`src/sv/pls_pkg.sv`:
```
// Shared types and constants for the positional list store.
package pls_pkg;

  localparam int CAPACITY   = 16;
  localparam int DATA_WIDTH = 32;

  // Field widths of the channels
  localparam int OPC_W   = 2;
  localparam int POS_W   = 5;
  localparam int VAL_W   = 32;
  localparam int STAT_W  = 2;
  localparam int COUNT_W = 5;

  // Internal widths
  localparam int CNT_W = $clog2(CAPACITY + 1);
  localparam int IDX_W = $clog2(CAPACITY);
  localparam int CMP_W = (CNT_W > POS_W) ? CNT_W : POS_W;

  typedef enum logic [OPC_W-1:0] {
    OP_READ   = 2'd0,
    OP_INSERT = 2'd1,
    OP_REMOVE = 2'd2,
    OP_APPEND = 2'd3
  } op_t;

  localparam logic [STAT_W-1:0] ST_DONE  = 2'd0;
  localparam logic [STAT_W-1:0] ST_RANGE = 2'd1;
  localparam logic [STAT_W-1:0] ST_FULL  = 2'd2;

  typedef enum logic [1:0] {
    CELL_HOLD,
    CELL_LOAD,
    CELL_FROM_LEFT,
    CELL_FROM_RIGHT
  } cell_op_t;

  typedef struct packed {
    cell_op_t op;
  } cell_ctl_t;

endpackage

```
`src/sv/pls_if.sv`:
```
// Valid/ready channel interfaces for operations and results.
interface pls_in_if import pls_pkg::*; ();
  logic             valid;
  logic             ready;
  logic [OPC_W-1:0] opcode;
  logic [POS_W-1:0] position;
  logic [VAL_W-1:0] value;

  modport source (output valid, output opcode, output position, output value, input ready);
  modport sink   (input valid, input opcode, input position, input value, output ready);
endinterface

interface pls_out_if import pls_pkg::*; ();
  logic               valid;
  logic               ready;
  logic [VAL_W-1:0]   read_value;
  logic [STAT_W-1:0]  status;
  logic [COUNT_W-1:0] count;

  modport source (output valid, output read_value, output status, output count, input ready);
  modport sink   (input valid, input read_value, input status, input count, output ready);
endinterface

```
`src/sv/positional_list_store.sv`:
```
// Top level: bounded ordered list of words with positional insert/remove.
//
// Operations arrive on in_ch (opcode, position, value) and each one gives
// exactly one result on out_ch (read_value, status, count). A transaction
// is taken when valid and ready are both high.
//
// The list is a row of entry cells. Insert shifts every cell past the
// position up by one and remove shifts them down by one, all in the same
// cycle: the result is valid the cycle after the input transaction and
// one operation can be taken per cycle while out_ch is not stalled. The
// read path is a single mux over the cells at the position.
//
// The result sits in an output register. While out_ch is stalled that
// register holds and in_ch.ready drops; in_ch.ready stays high whenever the
// register is empty or is being drained in the same cycle.
//
// Reset (synchronous, active low) empties the list and the output register.
// Entry contents are not cleared; only positions below the count are read.
module positional_list_store import pls_pkg::*; (
  input  logic      clk,
  input  logic      rst_n,
  pls_in_if.sink    in_ch,
  pls_out_if.source out_ch
);

  logic [DATA_WIDTH-1:0] ent [CAPACITY];
  cell_ctl_t             ctl [CAPACITY];

  logic [CNT_W-1:0]   cnt_r, cnt_nxt;
  logic               out_valid_r;
  logic [VAL_W-1:0]   rd_r, rd_nxt;
  logic [STAT_W-1:0]  st_r, st_nxt;

  logic                  accept;
  logic                  do_ins, do_rem, do_app;
  logic [CMP_W-1:0]      pos_c, cnt_c;
  logic [DATA_WIDTH-1:0] new_word;
  op_t                   op;

  assign in_ch.ready = !out_valid_r || out_ch.ready;
  assign accept      = in_ch.valid && in_ch.ready;
  assign op          = op_t'(in_ch.opcode);
  assign pos_c       = CMP_W'(in_ch.position);
  assign cnt_c       = CMP_W'(cnt_r);
  assign new_word    = DATA_WIDTH'(in_ch.value);

  always_comb begin
    rd_nxt  = '0;
    st_nxt  = ST_DONE;
    do_ins  = 1'b0;
    do_rem  = 1'b0;
    do_app  = 1'b0;
    unique case (op)
      OP_READ: begin
        if (pos_c < cnt_c) rd_nxt = VAL_W'(ent[IDX_W'(in_ch.position)]);
        else st_nxt = ST_RANGE;
      end
      OP_INSERT: begin
        // full check wins over the range check
        if (cnt_r == CNT_W'(CAPACITY)) st_nxt = ST_FULL;
        else if (pos_c > cnt_c) st_nxt = ST_RANGE;
        else do_ins = 1'b1;
      end
      OP_REMOVE: begin
        if (pos_c < cnt_c) begin
          rd_nxt = VAL_W'(ent[IDX_W'(in_ch.position)]);
          do_rem = 1'b1;
        end else begin
          st_nxt = ST_RANGE;
        end
      end
      OP_APPEND: begin
        if (cnt_r == CNT_W'(CAPACITY)) st_nxt = ST_FULL;
        else do_app = 1'b1;
      end
      default: st_nxt = ST_RANGE;
    endcase

    cnt_nxt = cnt_r;
    if (accept && (do_ins || do_app)) cnt_nxt = cnt_r + CNT_W'(1);
    else if (accept && do_rem) cnt_nxt = cnt_r - CNT_W'(1);
  end

  for (genvar i = 0; i < CAPACITY; i++) begin : g_cell
    logic [DATA_WIDTH-1:0] left_w, right_w;

    if (i == 0) begin : g_first
      assign left_w = '0;
    end else begin : g_mid_l
      assign left_w = ent[i-1];
    end
    if (i == CAPACITY - 1) begin : g_last
      assign right_w = '0;
    end else begin : g_mid_r
      assign right_w = ent[i+1];
    end

    always_comb begin
      ctl[i].op = CELL_HOLD;
      if (accept) begin
        if (do_ins) begin
          if (CMP_W'(i) == pos_c) ctl[i].op = CELL_LOAD;
          else if (CMP_W'(i) > pos_c) ctl[i].op = CELL_FROM_LEFT;
        end else if (do_app) begin
          if (CMP_W'(i) == cnt_c) ctl[i].op = CELL_LOAD;
        end else if (do_rem) begin
          if (CMP_W'(i) >= pos_c) ctl[i].op = CELL_FROM_RIGHT;
        end
      end
    end

    pls_cell u_cell (
      .clk        (clk),
      .ctl        (ctl[i]),
      .new_word   (new_word),
      .left_word  (left_w),
      .right_word (right_w),
      .word       (ent[i])
    );
  end

  always_ff @(posedge clk) begin
    if (!rst_n) begin
      cnt_r       <= '0;
      out_valid_r <= 1'b0;
    end else begin
      cnt_r <= cnt_nxt;
      if (accept) out_valid_r <= 1'b1;
      else if (out_ch.ready) out_valid_r <= 1'b0;
    end
  end

  always_ff @(posedge clk) begin
    if (accept) begin
      rd_r <= rd_nxt;
      st_r <= st_nxt;
    end
  end

  logic [COUNT_W-1:0] cnt_out_r;
  always_ff @(posedge clk) begin
    if (accept) cnt_out_r <= COUNT_W'(cnt_nxt);
  end

  assign out_ch.valid      = out_valid_r;
  assign out_ch.read_value = rd_r;
  assign out_ch.status     = st_r;
  assign out_ch.count      = cnt_out_r;

endmodule

```
`src/sv/pls_cell.sv`:
```
// One list entry; loads a new word or takes a neighbor's word on a shift.
module pls_cell import pls_pkg::*; (
  input  logic                  clk,
  input  cell_ctl_t             ctl,
  input  logic [DATA_WIDTH-1:0] new_word,
  input  logic [DATA_WIDTH-1:0] left_word,
  input  logic [DATA_WIDTH-1:0] right_word,
  output logic [DATA_WIDTH-1:0] word
);

  logic [DATA_WIDTH-1:0] word_r;
  logic [DATA_WIDTH-1:0] word_nxt;

  always_comb begin
    unique case (ctl.op)
      CELL_LOAD:       word_nxt = new_word;
      CELL_FROM_LEFT:  word_nxt = left_word;
      CELL_FROM_RIGHT: word_nxt = right_word;
      default:         word_nxt = word_r;
    endcase
  end

  always_ff @(posedge clk) begin
    word_r <= word_nxt;
  end

  assign word = word_r;

endmodule

```
`src/flat_wrapper.sv`:
```
// flat-port wrapper written by rule: the top's interface ports become plain ports
module positional_list_store_flat import pls_pkg::*;
  (clk, rst_n, in_ch_valid, in_ch_opcode, in_ch_position, in_ch_value, in_ch_ready, out_ch_valid, out_ch_read_value, out_ch_status, out_ch_count, out_ch_ready);
  pls_in_if in_ch_i ();
  pls_out_if out_ch_i ();
  input  logic clk;
  input  logic rst_n;
  input wire logic [$bits(in_ch_i.valid)-1:0] in_ch_valid;
  input wire logic [$bits(in_ch_i.opcode)-1:0] in_ch_opcode;
  input wire logic [$bits(in_ch_i.position)-1:0] in_ch_position;
  input wire logic [$bits(in_ch_i.value)-1:0] in_ch_value;
  output wire logic [$bits(in_ch_i.ready)-1:0] in_ch_ready;
  output wire logic [$bits(out_ch_i.valid)-1:0] out_ch_valid;
  output wire logic [$bits(out_ch_i.read_value)-1:0] out_ch_read_value;
  output wire logic [$bits(out_ch_i.status)-1:0] out_ch_status;
  output wire logic [$bits(out_ch_i.count)-1:0] out_ch_count;
  input wire logic [$bits(out_ch_i.ready)-1:0] out_ch_ready;
  assign in_ch_i.valid = in_ch_valid;
  assign in_ch_i.opcode = in_ch_opcode;
  assign in_ch_i.position = in_ch_position;
  assign in_ch_i.value = in_ch_value;
  assign in_ch_ready = in_ch_i.ready;
  assign out_ch_valid = out_ch_i.valid;
  assign out_ch_read_value = out_ch_i.read_value;
  assign out_ch_status = out_ch_i.status;
  assign out_ch_count = out_ch_i.count;
  assign out_ch_i.ready = out_ch_ready;
  positional_list_store u_core (.clk(clk), .rst_n(rst_n), .in_ch(in_ch_i), .out_ch(out_ch_i));
endmodule
```
`config.mk`:
```
export PLATFORM = sky130hd
export DESIGN_NAME = positional_list_store_flat
export DESIGN_NICKNAME = d
export VERILOG_FILES = /design/src/sv/pls_pkg.sv /design/src/sv/pls_if.sv /design/src/sv/positional_list_store.sv /design/src/sv/pls_cell.sv /design/src/flat_wrapper.sv
export SDC_FILE = /design/constraint.sdc
export NUM_CORES = 1
export LEC_CHECK = 0
export BUFFER_PORTS_ARGS = -buffer_cell sky130_fd_sc_hd__buf_2
export CORE_ASPECT_RATIO = 1.1
export CORE_MARGIN = 2
export CORE_UTILIZATION = 30
export DETAILED_ROUTE_END_ITERATION = 16
export PLACE_DENSITY = 0.53
export SYNTH_ARGS = -nofsm -noshare
export SYNTH_HDL_FRONTEND = slang
export SYNTH_SLANG_ARGS = --single-unit
```
`constraint.sdc`:
```
create_clock -name clk -period 7.4 [get_ports clk]
set_clock_uncertainty 0.15 [all_clocks]
set_input_delay 2.22 -clock clk [delete_from_list [all_inputs] [get_ports clk]]
set_output_delay 2.22 -clock clk [all_outputs]
set_load 0.03 [all_outputs]
```
==> metrics.txt <==
mean area per synthesized cell 12.33 sq um; top cells by area, synth sky130_fd_sc_hd__edfxtp_1 51%, sky130_fd_sc_hd__mux4_2 11%, sky130_fd_sc_hd__nand2_1 4.4%; DRT antenna net count 0; port buffer count 83; Main synth FF type sky130_fd_sc_hd__edfxtp_1; first-pass iteration count of the detailed router 6; std cell rows 126; Max Fclk 169.4 MHz; commonest non-fill, non-tap cells in the layout 551 x sky130_fd_sc_hd__edfxtp_1, 379 x sky130_fd_sc_hd__nand2_1, 164 x sky130_fd_sc_hd__and3_1; synthesized area 32,300 sq um; CTS H-tree depth 2; worst path required time 7.73 ns; number of global-route vias before repair 25,820; hold path start u_core.cnt_c[0]; total power per unit cell area 219.8 nW/um^2; floorplan die area 110,300 sq um; fraction of final layout cells sized beyond drive strength 1 22.90%; area share of the largest cell type after synthesis 51.23%; wire length of the first global-routing pass 190,100 microns; leakage dissipation 12.45 nW; Cells after DPL 3,890; setup repair after global routing missed its margin false; violation count after the first detailed-routing iteration 3,634; placed cell area 34,550 sq um; total of warnings raised by yosys 0; RR Endpoint u_core.g_cell[0].u_cell.word[17]; die width 316.8 microns; Detailed Route WL 133,300 microns; post-synth cell types 79; peak supply drop 0.0002008 V; Finished Core Util 34.14%; max-slew violations 0; number of failing hold endpoints at the final stage 0; remaining global-route overflow 0; Final setup viols 0; layout filler cell count 10,360; max_cap viols 0; pin count of the biggest net entering global routing 76; overall routing resource usage 23.58%; number of top-level pins 84; Worst Setup Start Kind primary input; shortest period the worst path allows 5.903 ns; Post-CTS Hold Fix Bufs 0; Synth async-reset ratio 0%; Num CTS Buffers 60; number of cell instances on the worst register-to-register path 9; slowest cell on the critical path sky130_fd_sc_hd__o22a_2; Finished Cell Area 36,550 sq um; number of buffers inserted by post-CTS setup repair 0; number of flops mapped to enable cells by yosys 551; largest fanout of any net on the critical path 60; CP most frequent cell sky130_fd_sc_hd__buf_4; worst setup path class in -> reg; commonest non-fill, non-tap cell in the layout sky130_fd_sc_hd__edfxtp_1; instance count of the mapped netlist 2,620; family of cells with the greatest summed delay on the critical path buffers and inverters; number of nets in the synthesized netlist 2,674; library cell used as clock root buffer sky130_fd_sc_hd__clkbuf_16; capture endpoint of the worst hold path u_core.cnt_c[0]; proportion of synthesized chip area in sequential cells 51.60%; reg-to-reg slack, setup 3.03 ns; starting density of the core 30.17%; estimated wirelength of the detail-placed design 76,420 microns; y dimension of the die 348.1 microns; cell count of the worst hold path 2; Num Clock Sinks 557; clock latency on the worst-skew pair 0.70 ns; Area Growth Syn to Fin 13.17%; area of the core 107,000 sq um; antenna violations before repair 15; worst path arrival time 6.23 ns; ordered cell list for the critical path buf_6 -> buf_4 -> buf_4 -> a21o_1 -> a21oi_1 -> nand3_1 -> o22a_2 -> nand2_1 -> o211ai_1; TritonCTS clock tree built; origin of the critical flop-to-flop path u_core.cnt_c[2]; crit share post-route 79.77%; #FFs+latches synth 557; clock input transition at the sequential cells of the worst setup and hold paths 0.07 ns; Layout Nets 2,599; Max stage delay on crit path 0.94 ns; status finished clean; total vias in the final route 26,260; worst rel slew slack 6.515%; slew at the pin with the worst max-slew slack 1.400 ns; drc violations 0; setup tns final 0 ns; post-layout instance count excluding filler cells 4,008; biggest area consumer among synthesized cells sky130_fd_sc_hd__edfxtp_1; Bufs on Longest Clock Path 3; GPL Wtd Cong 0.8687; Worst Setup End Kind flop; Buffers & Inverters on Critical Path 3; cells resized by post-CTS repair 0; DR WL/cell 33.27 microns; via density per instance 6.552; HP Class reg -> reg
## cell type report
| type | instances | area (sq um) | area share [%] |
|---|---|---|---|
| Sequential cell | 557 | 16670 | 45.60 |
| Tap cell | 1408 | 1762 | 4.820 |
| Clock buffer | 72 | 1546 | 4.231 |
| Timing Repair Buffer | 178 | 1277 | 3.495 |
| Inverter | 10 | 37.54 | 0.1027 |
| Antenna cell | 6 | 15.01 | 0.04108 |
| Multi-Input combinational cell | 1738 | 14840 | 40.60 |
| Clock inverter | 39 | 405.4 | 1.109 |
## worst max-delay path by stage
stage          cells after the start                                 to               from
2_1_floorplan                      7    u_core.g_cell[6].u_cell.word[0]  in_ch_position[1]
5_1_grt                            9  u_core.g_cell[11].u_cell.word[16]  in_ch_position[1]
3_3_place_gp                       9  u_core.g_cell[11].u_cell.word[18]  in_ch_position[2]
6_report                           9   u_core.g_cell[11].u_cell.word[6]  in_ch_position[2]
4_1_cts                            9   u_core.g_cell[11].u_cell.word[6]  in_ch_position[2]
3_5_place_dp                       9   u_core.g_cell[11].u_cell.word[6]  in_ch_position[2]
## flip-flops by register name, indices dropped and copies added, names as in the netlist
register                   cells
u_core.out_ch.status           2
u_core.out_ch.count            5
u_core.cnt_c                   5
u_core.out_ch.valid            1
u_core.out_ch.read_value      32
u_core.g_cell.u_cell.word    512
## per-stage QoR
step | hold slack (ns) | setup slack [ns] | power, mW
after CTS | 0.4462 | 1.621 | 8.047
final | 0.4503 | 1.497 | 8.033
after global routing | 0.4571 | 1.446 | 8.229
after detailed placement | 0.4356 | 0.9101 | 4.951
after floorplan | 0.3464 | -0.1530 | 4.499
after global placement | 0.4047 | 1.053 | 4.923
## worst register-to-register path, delay by kind of cell (launching register included)
kind	cells	cell delay [ns]
compound gates	5	1.58
buf+inv	2	0.78
flops	1	0.60
simple gates	1	0.52
fa+ha+maj	1	0.34
## Yosys cell counts, types with 4 or more instances
cell / instances
sky130_fd_sc_hd__mux2i_1: 4
sky130_fd_sc_hd__o21ai_0: 9
sky130_fd_sc_hd__buf_2: 83
sky130_fd_sc_hd__ha_1: 11
sky130_fd_sc_hd__edfxtp_1: 551
sky130_fd_sc_hd__mux2_1: 8
sky130_fd_sc_hd__a21o_1: 67
sky130_fd_sc_hd__mux4_2: 160
sky130_fd_sc_hd__nand3_1: 143
sky130_fd_sc_hd__a21oi_2: 4
sky130_fd_sc_hd__mux2_2: 88
sky130_fd_sc_hd__clkbuf_1: 179
sky130_fd_sc_hd__nor2b_1: 6
sky130_fd_sc_hd__a31oi_1: 12
sky130_fd_sc_hd__nand2b_1: 6
sky130_fd_sc_hd__dfxtp_1: 6
sky130_fd_sc_hd__a22o_1: 65
sky130_fd_sc_hd__nand2_1: 382
sky130_fd_sc_hd__inv_1: 9
sky130_fd_sc_hd__nor2_1: 20
sky130_fd_sc_hd__nor3_1: 5
sky130_fd_sc_hd__o21ai_1: 32
sky130_fd_sc_hd__and2_1: 5
sky130_fd_sc_hd__buf_1: 50
sky130_fd_sc_hd__and3_1: 166
sky130_fd_sc_hd__a22oi_1: 129
sky130_fd_sc_hd__o211ai_1: 127
sky130_fd_sc_hd__o21a_1: 5
sky130_fd_sc_hd__a221o_1: 129
sky130_fd_sc_hd__a21oi_1: 19
sky130_fd_sc_hd__o2bb2ai_1: 64
## cell families (layout without fill, tap and decap cells)
group | count (synthesis) | in the layout | share of synthesized area, %
adders and majority gates | 11 | 11 | 0.4262
DFF | 557 | 557 | 51.60
other | 0 | 6 | 0
xor gates and xnor gates | 3 | 3 | 0.08137
AOI/OAI and AO/OA | 706 | 706 | 17.86
buffers and inverters | 325 | 299 | 4.134
muxes | 260 | 260 | 14.63
and+or+nand+nor | 758 | 758 | 11.26
## where the power goes
group,internal (mW),switching [mW]
clock network,1.71,1.41
logic,0.404,0.766
registers,3.65,0.0966
total,5.76,2.28
## metal layers
| metal | global-route usage [%] | wire length, microns | up-vias |
|---|---|---|---|
| li1 | - | - | 10410 |
| met1 | 30.50 | 49720 | 13320 |
| met2 | 37.45 | 62020 | 2079 |
| met3 | 5.443 | 15240 | 433 |
| met4 | 10.61 | 6279 | 14 |
| met5 | 0 | 76 | - |
(Power assumes the default switching activity.)
